`config.mk`:
```
export PLATFORM = sky130hd
export DESIGN_NAME = adre_mul
export DESIGN_NICKNAME = d
export VERILOG_FILES = /design/src/adre_pkg.sv /design/src/adre_mul.sv
export SDC_FILE = /design/constraint.sdc
export NUM_CORES = 1
export LEC_CHECK = 0
export BUFFER_PORTS_ARGS = -buffer_cell sky130_fd_sc_hd__buf_2
export CORE_UTILIZATION = 25
export DETAILED_ROUTE_END_ITERATION = 16
export PLACE_DENSITY = 0.49
export SYNTH_ARGS = -nofsm -noshare
export SYNTH_HDL_FRONTEND = slang
export SYNTH_SLANG_ARGS = --single-unit
```
`constraint.sdc`:
```
create_clock -name clk -period 7.5 [get_ports clk]
set_clock_uncertainty 0.05 [all_clocks]
set_input_delay 0.75 -clock clk [delete_from_list [all_inputs] [get_ports clk]]
set_output_delay 0.75 -clock clk [all_outputs]
set_load 0.005 [all_outputs]
```
`src/adre_pkg.sv`:
```
// Shared widths, register map and reset values of the adaptive decay rate estimator.
`default_nettype none
package adre_pkg;

	localparam int MAX_WINDOW_DEF = 64;
	localparam int RATE_BITS_DEF  = 32;
	localparam int SUM_W_DEF      = 38;

	localparam int SAMPLE_W   = 32;
	localparam int HEADROOM_W = 18;
	localparam int DCFG_W     = 17;
	localparam int WIN_W      = 7;
	localparam int RATIO_W    = 18;
	localparam int DECAY_W    = 20;
	localparam int DACC_W     = 38;
	localparam int LIMB_W     = 16;
	localparam int FRAC_W     = 16;

	localparam int ADDR_W    = 4;
	localparam int DATA_W    = 32;
	localparam int REG_IDX_W = 2;

	localparam logic [REG_IDX_W-1:0] REG_HEADROOM  = 2'd0;
	localparam logic [REG_IDX_W-1:0] REG_DECAY_MIN = 2'd1;
	localparam logic [REG_IDX_W-1:0] REG_DECAY_MAX = 2'd2;
	localparam logic [REG_IDX_W-1:0] REG_WINDOW    = 2'd3;

	localparam logic [HEADROOM_W-1:0] HEADROOM_RST  = 18'd65536;
	localparam logic [DCFG_W-1:0]     DECAY_MIN_RST = 17'd62259;
	localparam logic [DCFG_W-1:0]     DECAY_MAX_RST = 17'd65536;
	localparam logic [WIN_W-1:0]      WINDOW_RST    = 7'd8;

endpackage
`default_nettype wire

```
`src/adre_mul.sv`:
```
// Limb-serial Q16 multiplier: floor(a * b / 2^16), saturated to the width of a.
`default_nettype none
module adre_mul #(
	parameter int A_W = adre_pkg::RATE_BITS_DEF
) (
	input  logic                        clk,
	input  logic                        arst_n,
	input  logic                        start,
	input  logic [A_W-1:0]              a,
	input  logic [adre_pkg::DECAY_W-1:0] b,
	output logic                        done,
	output logic [A_W-1:0]              res
);

	localparam int LW    = adre_pkg::LIMB_W;
	localparam int B_W   = adre_pkg::DECAY_W;
	localparam int LIMBS = (A_W + LW - 1) / LW;
	localparam int AP_W  = LIMBS * LW;
	localparam int ACC_W = AP_W + B_W;
	localparam int HI_W  = ACC_W - adre_pkg::FRAC_W;
	localparam int CNT_W = $clog2(LIMBS + 1);

	logic [AP_W-1:0]    a_q;
	logic [B_W-1:0]     b_q;
	logic [ACC_W-1:0]   acc_q;
	logic [CNT_W-1:0]   cnt_q;
	logic               busy_q;
	logic               done_q;
	logic [LW+B_W-1:0]  part;
	logic [ACC_W-1:0]   acc_nxt;
	logic [HI_W-1:0]    hi;

	// most significant limb first: shift the accumulator one limb per step
	assign part    = (LW+B_W)'(a_q[AP_W-1 -: LW]) * (LW+B_W)'(b_q);
	assign acc_nxt = (acc_q << LW) + ACC_W'(part);
	assign hi      = acc_q[ACC_W-1:adre_pkg::FRAC_W];
	assign res     = (|hi[HI_W-1:A_W]) ? {A_W{1'b1}} : hi[A_W-1:0];
	assign done    = done_q;

	always_ff @(posedge clk or negedge arst_n) begin
		if (!arst_n) begin
			busy_q <= 1'b0;
			done_q <= 1'b0;
			cnt_q  <= '0;
		end else begin
			done_q <= 1'b0;
			if (start) begin
				busy_q <= 1'b1;
				cnt_q  <= CNT_W'(LIMBS);
			end else if (busy_q) begin
				cnt_q <= cnt_q - CNT_W'(1);
				if (cnt_q == CNT_W'(1)) begin
					busy_q <= 1'b0;
					done_q <= 1'b1;
				end
			end
		end
	end

	always_ff @(posedge clk) begin
		if (start) begin
			a_q   <= AP_W'(a);
			b_q   <= b;
			acc_q <= '0;
		end else if (busy_q) begin
			a_q   <= a_q << LW;
			acc_q <= acc_nxt;
		end
	end

endmodule
`default_nettype wire

```
==> impl_metrics.csv <==
group,metric,value,unit
critical_path,path_buf_inv,3,
cells_and_area,diodes,0,
critical_path,worstSetupStartpointType,"flip-flop",
timing,fin_crit_sh,93.5,%
place,io_buffers,87,
critical_path,slowest_delay,900,ps
clocking,cts_resized,0,
timing,fin_tns_setup,0,ps
flow_run,drv_cap,0,
logic_synthesis,synth_enable_flop_cells,52,
clocking,numCtsBuffers,9,
floorplanning,initial_core_util,25.5,%
clocking,holdBufCountCts,0,
place,dp_hpwl,34600,microns
clocking,cts.sinks,108,
timing,hold_viol,0,
global_routing,grtUsageMet3,1.85,%
critical_path,crit_chain,"nand2_1, fa_1, fa_1, fa_1, inv_1, fa_1, fa_1, inv_1, fa_1, inv_1, ha_1, and3_1, and3_1, a221oi_1, o221ai_1, o211ai_1, a211oi_1, o21a_1, o31ai_1",
floorplanning,coreArea,62200,sq um
global_routing,grt.overflow.total,0,
global_routing,grt_use_met2,25.1,%
critical_path,path_class,"flip-flop to flip-flop",
critical_path,cp_common_cell,"fa_1",
timing,setup_viol,0,
logic_synthesis,avgSynthCellArea,9.14,sq um
critical_path,required,7760,ps
critical_path,cp_max_fo,20,
critical_path,crit_family,"adder cells",
timing,fin_crit,7010,ps
logic_synthesis,yosys.area_share.simple,17.5,%
critical_path,cp.arrival,7270,ps
global_routing,antenna_found_initial,2,
logic_synthesis,ys_async_sr_fraction,3.70,%
global_routing,grt_pass1_wl,69900,microns
clocking,clkTransAtPathRegs,90,ps
timing,clock.fmax,143,MHz
clocking,root_buffer,"clkbuf_16",
floorplanning,top_level_ports,88,
clocking,cts_tree,"yes",
timing,relSlewSlack,38.7,%
global_routing,grt_pass1_vias,12600,
floorplanning,die-area,64400,sq um
logic_synthesis,syn_area,15900,sq um
cells_and_area,drive_above_1_share,7.89,%
place,place.gp.congestion,0.841,
routing,vias_per_cell,4.49,
timing,layout_setup_ws,489,ps
logic_synthesis,synthCells,1736,
critical_path,r2r-end,"acc_q[36]",
routing,vias,11700,
floorplanning,fp.dieH,254,microns
cells_and_area,nNetsFinal,2207,
logic_synthesis,ys_ff_latch,108,
timing,maxSlewViolCount,0,
logic_synthesis,synth_compound_area_share,6.79,%
critical_path,r2r_cells,19,
logic_synthesis,synth.distinct_cells,65,
critical_path,worstSetupPathDepth,19,
global_routing,grt_usage,14.2,%
logic_synthesis,synth.area.mux_share,2.27,%
clocking,htree_levels,3,
logic_synthesis,yosysWarnings,0,
worst_hold_path,hold_class,"primary input to asynchronous set/reset pin",
routing,routedWlPerCell,16.9,microns
logic_synthesis,synth_fa_ha_area_share,43.9,%
logic_synthesis,synth_nets,2186,
timing,worst_pin_slew,919,ps
cells_and_area,final_core_util,28.0,%
routing,drtAntennaViolNets,0,
clocking,clk_latency,410,ps
timing,rsz0062_at_grt,"no",
routing,wl,43900,microns
routing,drt-initial-drc-count,550,
routing,drt_first_pass_iters,7,
global_routing,grt_max_degree,56,
logic_synthesis,synth_xor_area_share,1.88,%
critical_path,cp_slowest_cell,"edfxtp_1",
critical_path,end_kind,"flip-flop",
cells_and_area,fillers,6715,
floorplanning,floorplan.rows,91,
cells_and_area,area_delta_synth_final,9.59,%
logic_synthesis,seq_area_frac_synth,17.0,%
routing,drc,0,
clocking,post_cts_buffers,0,
critical_path,r2r-start,"a_q[17]",
logic_synthesis,synth_flop_cell,"edfxtp_1",
status,status,"complete, no violations",
logic_synthesis,synth_top_family_by_area,"adder cells",
critical_path,ff2ff_setup_slack,490,ps
global_routing,gr-max-usage-layer,"met2",
place,pre_cts_ws,514,ps
clocking,max-clock-path-buffers,2,
global_routing,met1_usage,18.2,%
floorplanning,die_w,254,microns
-- cell usage in the layout, fill, tap and decap left out, drive strengths merged, types with 16 or more instances in the layout --
master    n
fa      270
mux2i    18
edfxtp   52
nand2   217
a21oi    42
nor2     64
dfxtp    52
xnor2    19
nand3    16
nand2b   31
mux2     16
ha      125
o21ai    45
and2    182
inv     358
buf      97
-- metrics by stage --
stage | area, sq um | hold WS [ps] | instances
CTS | 17400 | 59.9 | 2599
floorplan | 15900 | 366 | 1736
detailed placement | 17100 | 410 | 2583
finish | 17400 | 97.0 | 2599
global placement | 17100 | 396 | 2583
global route | 17400 | 79.2 | 2599
-- sequential cells by signal, indices dropped and copies added, names as in the netlist --
name / flops
busy_q: 1
acc_q: 52
a_q: 32
done: 1
b_q: 20
cnt_q: 2
-- per-layer routing --
layer	routed length, microns	vias up	share of wire, %
li1	-	5374	-
met1	19000	6037	43
met2	22800	222	52
met3	1410	31	3.2
met4	775	0	1.8
met5	0	-	0
-- worst max path at each step --
stage	start	slack, ps	end
6_report	a_q[17]	490	acc_q[36]
3_3_place_gp	a_q[17]	680	acc_q[36]
4_1_cts	a_q[17]	460	acc_q[36]
2_1_floorplan	b_q[7]	1550	acc_q[36]
3_5_place_dp	a_q[17]	510	acc_q[36]
5_1_grt	a_q[17]	170	acc_q[36]
-- final cells by class --
type / count / area [sq um] / share of cell area, %
clock inverters: 6 / 68.8 / 0.396
clock buffers: 10 / 229 / 1.32
inverters: 354 / 1330 / 7.65
multi-input cells: 1187 / 11500 / 66.1
flip-flops and latches: 108 / 2700 / 15.6
well taps: 837 / 1050 / 6.03
repair buffers: 97 / 513 / 2.95
-- cell families (layout without fill, tap and decap cells) --
logic type	count (synthesis)	after routing
adders and majority gates	395	395
and+or+nand+nor	559	559
AOI/OAI and AO/OA	165	165
DFF	108	108
muxes	34	34
buffers and inverters	441	467
xor gates and xnor gates	34	34
-- cell usage after synthesis, types with 15 or more instances --
master,n,area share [%]
inv_1,354,8.4
o21ai_0,38,1.2
xor2_1,15,0.83
edfxtp_1,52,9.8
dfxtp_1,52,6.6
nand3_1,16,0.50
and2_1,182,7.2
mux2_2,16,1.1
a21oi_1,42,1.3
xnor2_1,19,1.0
clkbuf_1,77,1.8
nor2_1,63,1.5
mux2i_1,18,1.1
fa_1,270,34
nand2b_1,31,1.2
a211oi_1,15,0.71
ha_1,125,9.9
nand2_1,216,5.1
-- worst reg2reg max path, delay by kind of cell, from the launching register on --
kind | cells | cell delay, ps
AO/OA/AOI/OAI | 6 | 1760
adder cells (fa/ha/maj) | 7 | 3430
buffers and inverters | 3 | 170
flip-flops | 1 | 900
AND/OR/NAND/NOR | 3 | 620
Power is left out: the tool's default activity adds up to more than one toggle a clock period on the data nets, which glitch-free logic cannot reach.
