`config.mk`:
```
export PLATFORM = sky130hd
export DESIGN_NAME = adre_div
export DESIGN_NICKNAME = d
export VERILOG_FILES = /design/src/adre_pkg.sv /design/src/adre_div.sv
export SDC_FILE = /design/constraint.sdc
export NUM_CORES = 1
export LEC_CHECK = 0
export BUFFER_PORTS_ARGS = -buffer_cell sky130_fd_sc_hd__clkbuf_2
export CORE_MARGIN = 2
export CORE_UTILIZATION = 50
export CTS_BUF_LIST = sky130_fd_sc_hd__clkbuf_4
export CTS_CLUSTER_DIAMETER = 120
export DETAILED_ROUTE_END_ITERATION = 10
export MAX_ROUTING_LAYER = met4
export PLACE_DENSITY = 0.73
export REMOVE_ABC_BUFFERS = 1
export SYNTH_ARGS = -nofsm -noshare
export SYNTH_HDL_FRONTEND = slang
export SYNTH_SLANG_ARGS = --single-unit
```
`constraint.sdc`:
```
create_clock -name clk -period 3.04 [get_ports clk]
set_input_delay 0.152 -clock clk [delete_from_list [all_inputs] [get_ports clk]]
set_output_delay 0.152 -clock clk [all_outputs]
set_load 0.1 [all_outputs]
```
`src/adre_pkg.sv`:
```
// Shared widths, register map and reset values of the adaptive decay rate estimator.
`default_nettype none
package adre_pkg;

	localparam int MAX_WINDOW_DEF = 64;
	localparam int RATE_BITS_DEF  = 32;
	localparam int SUM_W_DEF      = 38;

	localparam int SAMPLE_W   = 32;
	localparam int HEADROOM_W = 18;
	localparam int DCFG_W     = 17;
	localparam int WIN_W      = 7;
	localparam int RATIO_W    = 18;
	localparam int DECAY_W    = 20;
	localparam int DACC_W     = 38;
	localparam int LIMB_W     = 16;
	localparam int FRAC_W     = 16;

	localparam int ADDR_W    = 4;
	localparam int DATA_W    = 32;
	localparam int REG_IDX_W = 2;

	localparam logic [REG_IDX_W-1:0] REG_HEADROOM  = 2'd0;
	localparam logic [REG_IDX_W-1:0] REG_DECAY_MIN = 2'd1;
	localparam logic [REG_IDX_W-1:0] REG_DECAY_MAX = 2'd2;
	localparam logic [REG_IDX_W-1:0] REG_WINDOW    = 2'd3;

	localparam logic [HEADROOM_W-1:0] HEADROOM_RST  = 18'd65536;
	localparam logic [DCFG_W-1:0]     DECAY_MIN_RST = 17'd62259;
	localparam logic [DCFG_W-1:0]     DECAY_MAX_RST = 17'd65536;
	localparam logic [WIN_W-1:0]      WINDOW_RST    = 7'd8;

endpackage
`default_nettype wire

```
`src/adre_div.sv`:
```
// Restoring divider for the Q2.16 ratio of the history sums, saturating.
`default_nettype none
module adre_div #(
	parameter int SUM_W = adre_pkg::SUM_W_DEF
) (
	input  logic                         clk,
	input  logic                         arst_n,
	input  logic                         start,
	input  logic [SUM_W-1:0]             num,
	input  logic [SUM_W-1:0]             den,
	output logic                         done,
	output logic [adre_pkg::RATIO_W-1:0] ratio
);

	localparam int RW    = adre_pkg::RATIO_W;
	localparam int CNT_W = $clog2(RW + 1);

	logic               busy_q;
	logic               done_q;
	logic [CNT_W-1:0]   cnt_q;
	logic [SUM_W-1:0]   rem_q;
	logic [RW-1:0]      dvd_q;
	logic [SUM_W-1:0]   den_q;
	logic [RW-1:0]      quo_q;
	logic [SUM_W:0]     trial;
	logic [SUM_W:0]     trial_sub;
	logic               ge;
	logic               den_zero;
	logic               sat;

	assign den_zero  = (den == '0);
	// quotient of four or more saturates the ratio
	assign sat       = ({2'b00, num} >= {den, 2'b00});
	assign trial     = {rem_q, dvd_q[RW-1]};
	assign ge        = (trial >= {1'b0, den_q});
	assign trial_sub = trial - {1'b0, den_q};
	assign done      = done_q;
	assign ratio     = quo_q;

	always_ff @(posedge clk or negedge arst_n) begin
		if (!arst_n) begin
			busy_q <= 1'b0;
			done_q <= 1'b0;
			cnt_q  <= '0;
		end else begin
			done_q <= 1'b0;
			if (start) begin
				if (den_zero || sat) begin
					done_q <= 1'b1;
				end else begin
					busy_q <= 1'b1;
					cnt_q  <= CNT_W'(RW);
				end
			end else if (busy_q) begin
				cnt_q <= cnt_q - CNT_W'(1);
				if (cnt_q == CNT_W'(1)) begin
					busy_q <= 1'b0;
					done_q <= 1'b1;
				end
			end
		end
	end

	// dividend is num * 2^16; its top part starts below den since num < 4 * den
	always_ff @(posedge clk) begin
		if (start) begin
			rem_q <= num >> 2;
			dvd_q <= {num[1:0], {(RW-2){1'b0}}};
			den_q <= den;
			quo_q <= (sat && !den_zero) ? {RW{1'b1}} : '0;
		end else if (busy_q) begin
			rem_q <= ge ? trial_sub[SUM_W-1:0] : trial[SUM_W-1:0];
			dvd_q <= dvd_q << 1;
			quo_q <= {quo_q[RW-2:0], ge};
		end
	end

endmodule
`default_nettype wire

```
==> impl_metrics.yaml, run 1 <==
outcome:
  status: "completed"
layout:
  nets: 1173
  drive_gt1_frac: 0.219
  final_util: 0.662
  synthToLayoutAreaGrowth_pct: 28.4
  final_cell_area_um2: 9690
critical_path:
  cp_max_fo: 15
  reg2reg_depth: 10
  cp-start-kind: "register"
  crit_type: "reg2reg"
  r2r_slack_ns: 0.08
  critPathMaxStageDelay_ns: 0.48
  cp_data_required_time_ns: 3.32
  crit_top_cell: "nand4_1"
  path_cells: "ha_4 > buf_4 > nand4_1 > nor4_4 > nand4_1 > o211ai_1 > or3_4 > buf_12 > mux2i_1 > o21ai_0"
  critPathArrivalTime_ns: 3.24
  crit_path_top_delay_cell: "edfxtp_1"
  critPathCaptureType: "register"
power_and_ir_drop:
  p_switching_mw: 3.57
  internal-power_mw: 4.33
  ir_worst_vdd_uv: 362
  comb_power_share: 0.617
  p_per_area_nw_per_um2: 815
  p_clk_frac: 0.107
  p_seq_frac: 0.276
  netSwitchingFraction: 0.452
  p_leak_nw: 4.37
placement:
  place.gp.congestion: 0.923
  portBuffers: 97
  placed_area_um2: 8420
  place_hpwl_um: 15100
  post-place-ws_ns: 0.00206
global_routing:
  grt_pass1_wl_um: 33900
  grtUsageTotal: 0.274
  antenna_found_initial: 2
  grt_start_max_net_pins: 54
  first_global_vias: 6746
  grt_overflow: 0
cts:
  h-tree-depth: 3
  root_buffer: "clkbuf_4"
  cts_sinks: 103
  cts_tree: "built"
  clk_pin_slew_ns: 0.19
  clk_latency_ns: 0.54
  cts_buffers: 9
  ctsLongestPathBuffers: 2
drt:
  wl_um: 21500
  drc: 0
  drt_iter0_markers: 499
  drtPass1Iterations: 7
  antenna_left: 0
  wl_per_cell_um: 17.8
  vias: 6967
  vias_per_cell: 5.76
die:
  fp.dieH_um: 127
  rows: 44
  boundaryPins: 98
  die_area_um2: 16100
  core_um2: 14600
  die_x_um: 127
  start_util: 0.515
sta:
  final-hold-violation-count: 0
  period_minus_slack_ns: 2.96
  slew_viol_final: 0
  rsz0062_at_grt: "yes"
  slew_headroom: 0.434
  fmax_mhz: 338
  setup_viol: 0
  finalCritPeriodShare: 0.973
  layout_setup_ws_ns: 0.0831
  worst_pin_slew_ns: 0.849
  fin_skew_ns: 0.0338
  hold_slack_ns: 0.00742
synthesis:
  yosysWarningCount: 0
  ys_seq_area_frac: 0.402
  synth_cell_types: 69
  synthFlopType: "edfxtp_1"
  synthCells: 816
  async_flop_share: 0.0680
  mappedNetlistArea_um2: 7550
  ys_seq_elements: 103
  synth_edf_count: 94
  syn_area_per_cell_um2: 9.25
worst_hold_path:
  min_path_type: "in2reg"
  hold_depth: 3
job:
  max_cap_violations: 0
==> per-stage QoR <==
step           instances  power [mW]  TNS [ns]
6_report            1209        7.90         0
3_5_place_dp        1101        6.48         0
4_1_cts             1192        7.41         0
5_1_grt             1209        8.47    -0.330
3_3_place_gp        1101        6.42         0
2_1_floorplan        783        5.18     -9.36
==> placed cells by master, fill, tap and decap left out, types with 5 or more instances in the layout <==
cell / count
a21o_1: 20
a21oi_1: 41
a21oi_2: 8
a221o_1: 6
a2bb2oi_1: 5
a31o_2: 6
a31oi_1: 24
and3_1: 12
buf_4: 47
clkbuf_2: 96
clkbuf_4: 9
dfrtp_1: 7
dlygate4sd3_1: 74
edfxtp_1: 94
ha_1: 66
ha_4: 7
inv_1: 104
mux2i_1: 6
nand2_1: 89
nand3_1: 9
nand4_1: 21
nor2_1: 48
nor2b_1: 5
nor3_1: 9
nor4_1: 13
o21ai_0: 46
o21bai_1: 7
or3_1: 6
xnor2_1: 21
xor2_1: 10
==> flip-flops by register name (all words and copies together), names as in the netlist <==
register  flops
den_q        38
rem_q        38
ratio        18
cnt_q         5
dvd_q         2
busy_q        1
done          1
==> final timing paths <==
path / from / end
max: rem_q[25] / rem_q[23]
min: num[26] / rem_q[24]
max reg2reg: rem_q[25] / rem_q[23]
min reg2reg: rem_q[37] / rem_q[37]
max in group asynchronous: arst_n / cnt_q[4]
min in group asynchronous: arst_n / done
==> final cells by class <==
cell class | instances | area [um^2]
antenna | 3 | 7.51
clock buffer | 9 | 67.6
clock inverter | 7 | 95.1
fill | 1183 | 4950
inverter | 106 | 398
multi-input combinational | 574 | 4190
sequential | 103 | 3040
tap | 184 | 230
timing repair buffer | 223 | 1660
==> worst max-delay path, delay by kind of cell (launching register included) <==
family,cells,cell delay (ns)
fa+ha+maj,1,0.30
compound gates,2,0.38
buf+inv,2,0.29
mux,1,0.22
flops,1,0.48
simple gates,4,1.03
==> metal layers <==
| metal | track usage | up-vias | wire length, um |
|---|---|---|---|
| li1 | - | 3387 | - |
| met1 | 0.352 | 3294 | 9110 |
| met2 | 0.448 | 241 | 10400 |
| met3 | 0.0426 | 45 | 1350 |
| met4 | 0.0905 | 0 | 656 |
| met5 | - | - | 0 |
==> kinds of logic after synthesis <==
family | Yosys count | share of synthesized area
AOI/OAI and AO/OA | 213 | 0.190
xor gates and xnor gates | 32 | 0.0371
adders and majority gates | 77 | 0.129
buffers and inverters | 139 | 0.0733
DFF | 103 | 0.402
muxes | 9 | 0.0123
and+or+nand+nor | 243 | 0.156
==> timing repair <==
action / in CTS / in global routing
gates resized for setup: 3 / 50
hold buffers: 74 / 0
pin swaps: 2 / 25
buffers inserted: 1 / 14
setup endpoints to repair: 13 / 36
cloned: 0 / 0
hold endpoints to repair: 79 / 0
==> cells in the mapped netlist (9+ instances only) <==
master / number / area, um^2
clkbuf_1: 22 / 82.6
xor2_1: 11 / 96.3
xnor2_1: 21 / 184
nand4_1: 21 / 131
nand3_1: 9 / 45.0
nand2_1: 89 / 334
and3_1: 12 / 75.1
ha_1: 76 / 951
nor4_1: 15 / 93.8
a21oi_1: 48 / 240
a31oi_1: 25 / 156
inv_1: 106 / 398
o21ai_0: 50 / 250
nor2_1: 50 / 188
edfxtp_1: 94 / 2820
nor3_1: 11 / 55.1
a21o_1: 20 / 150
==> power by group through the flow <==
stage	Clock [mW]	Sequential [mW]	Combinational, mW
2_1_floorplan	0	2.37	2.81
3_3_place_gp	0	2.18	4.24
3_5_place_dp	0	2.18	4.29
4_1_cts	0.845	2.15	4.41
5_1_grt	0.905	2.22	5.35
6_report	0.845	2.18	4.87
(Power assumes the default switching activity.)
==> run 2: changes to the inputs <==
--- a/config.mk
+++ b/config.mk
@@ -6,7 +6,6 @@
 export NUM_CORES = 1
 export LEC_CHECK = 0
 export BUFFER_PORTS_ARGS = -buffer_cell sky130_fd_sc_hd__clkbuf_2
-export CORE_MARGIN = 2
 export CORE_UTILIZATION = 50
 export CTS_BUF_LIST = sky130_fd_sc_hd__clkbuf_4
 export CTS_CLUSTER_DIAMETER = 120
==> run 2 against run 1 <==
  * The run now ends with DRC left
  * Die area down 3.1%
  * Maximum frequency fell by 0.39%
  * Clock power shrank 24%
  * Critical path depth increased by 1
  * Register-to-register slack hardly changed
  * Power shrank 4.9%
  * Worst hold slack better by 0.0099 ns
  * Sequential share of layout area grew 1.4 points
  * Critical endpoint is now rem_q[5]
  * Largest cell class unchanged
==> impl_metrics.yaml, run 2 (synthesized netlist as in run 1, its figures left out) <==
critical_path:
  crit_type: "reg2reg"
  critPathMaxStageDelay_ns: 0.47
  crit_path_top_delay_cell: "edfxtp_1"
  crit_top_cell: "a31oi_1"
  cp_max_fo: 7
  cp-start-kind: "register"
  cp_data_required_time_ns: 3.39
  critPathCaptureType: "register"
  crit_family: "compound AO/OA/AOI/OAI gates"
  path_cells: "ha_4 > a21o_1 > a31oi_1 > a21oi_2 > o211ai_4 > a2111oi_4 > nor3_4 > buf_6 > buf_4 > or3_1 > a31oi_1"
  critPathArrivalTime_ns: 3.32
  worst-path-buf-inv: 2
global_routing:
  antenna_found_initial: 0
  gr-usage-met3: 0.0468
  grt_start_max_net_pins: 64
  grt_pass1_wl_um: 33000
  grt_overflow: 0
  grt-busiest-layer: "met2"
  first_global_vias: 6678
  grtUsageTotal: 0.275
  use_met2: 0.442
  grt.met1_usage: 0.353
drt:
  drc: 4
  vias: 6764
  wl_per_cell_um: 17.5
  drt_iter0_markers: 418
  antenna_left: 0
  vias_per_cell: 5.75
  wl_um: 20600
  drtPass1Iterations: 8
layout:
  nets: 1145
  synthToLayoutAreaGrowth_pct: 23.0
  num-fill-cells: 1252
  drive_gt1_frac: 0.202
  layout_common_cells: "104 x inv_1, 96 x clkbuf_2, 94 x edfxtp_1"
  final_common_cell: "inv_1"
  insertedDiodeCount: 0
sta:
  slew_headroom: 0.466
  setup_tns_ns: 0
  worst_pin_slew_ns: 0.794
  hold_slack_ns: 0.0174
  fmax_mhz: 337
  slew_viol_final: 0
  final-hold-violation-count: 0
  finalCritPeriodShare: 0.976
  fin_skew_ns: 0.0268
  period_minus_slack_ns: 2.97
  rsz0062_at_grt: "yes"
  setup_viol: 0
power_and_ir_drop:
  power_mw: 7.51
  p_per_area_nw_per_um2: 809
  p_leak_nw: 4.22
  ir_worst_vdd_uv: 362
cts:
  clk_latency_ns: 0.50
  clk_pin_slew_ns: 0.15
  h-tree-depth: 3
  ctsLongestPathBuffers: 2
  cts_sinks: 103
  cts_tree: "built"
  cts_buffers: 9
  root_buffer: "clkbuf_4"
die:
  core_um2: 14600
  boundaryPins: 98
  rows: 44
  start_util: 0.515
  fp.dieH_um: 125
  die_x_um: 125
  die_area_um2: 15600
placement:
  portBuffers: 97
  place_hpwl_um: 14900
  place.gp.congestion: 0.937
job:
  max_cap_violations: 0
worst_hold_path:
  min_path_type: "in2async"
outcome:
  violations: "DRC"
  status: "finished with violations"
run 2: through the flow:
| stage | setup WS (ns) | area [um^2] | utilization | std cells |
|---|---|---|---|---|
| 2_1_floorplan | -0.595 | 7390 | - | 783 |
| 3_3_place_gp | -0.0386 | 8460 | 0.577 | 1104 |
| 3_5_place_dp | -0.126 | 8460 | 0.577 | 1104 |
| 4_1_cts | 0.00291 | 9110 | 0.622 | 1170 |
| 5_1_grt | -0.0346 | 9290 | 0.634 | 1177 |
| 6_report | 0.0715 | 9290 | 0.634 | 1177 |
run 2: layer usage:
| metal | part of all wire | up-vias |
|---|---|---|
| met5 | 0 | - |
| met4 | 0.026 | 0 |
| met3 | 0.054 | 38 |
| met2 | 0.47 | 202 |
| met1 | 0.45 | 3208 |
| li1 | - | 3316 |
run 2: power by group:
part           switching [mW]  internal, mW  leakage, nW  total (mW)
Sequential              0.206          1.97         1.09        2.17
Combinational            2.71          1.99         3.06        4.70
Clock                   0.476         0.163       0.0657       0.639
Total                    3.40          4.12         4.22        7.51
run 2: cell type report:
type	instances	area (um^2)	area share
clock buffers	9	67.6	0.00728
well taps	184	230	0.0248
repair buffers	195	1390	0.150
flip-flops and latches	103	3040	0.327
clock inverters	6	37.5	0.00404
inverters	106	398	0.0429
multi-input cells	574	4120	0.444
run 2: final timing paths:
path | from | end | slack (ns) | cells past startpoint
setup / recovery | rem_q[3] | rem_q[5] | 0.07 | 11
hold / removal | arst_n | done | 0.02 | 2
setup reg to reg | rem_q[3] | rem_q[5] | 0.07 | 11
hold reg to reg | rem_q[36] | rem_q[37] | 0.52 | 2
max in group asynchronous | arst_n | cnt_q[3] | 2.86 | 2
min in group clk | num[13] | rem_q[11] | 0.02 | 3
run 2: repair_timing:
action / in CTS / in global routing
pin swaps: 6 / 14
endpoints found under the hold margin: 57 / 0
endpoints found under the setup margin: 5 / 23
buffers inserted: 0 / 7
gates resized for setup: 7 / 27
hold buffers: 51 / 0
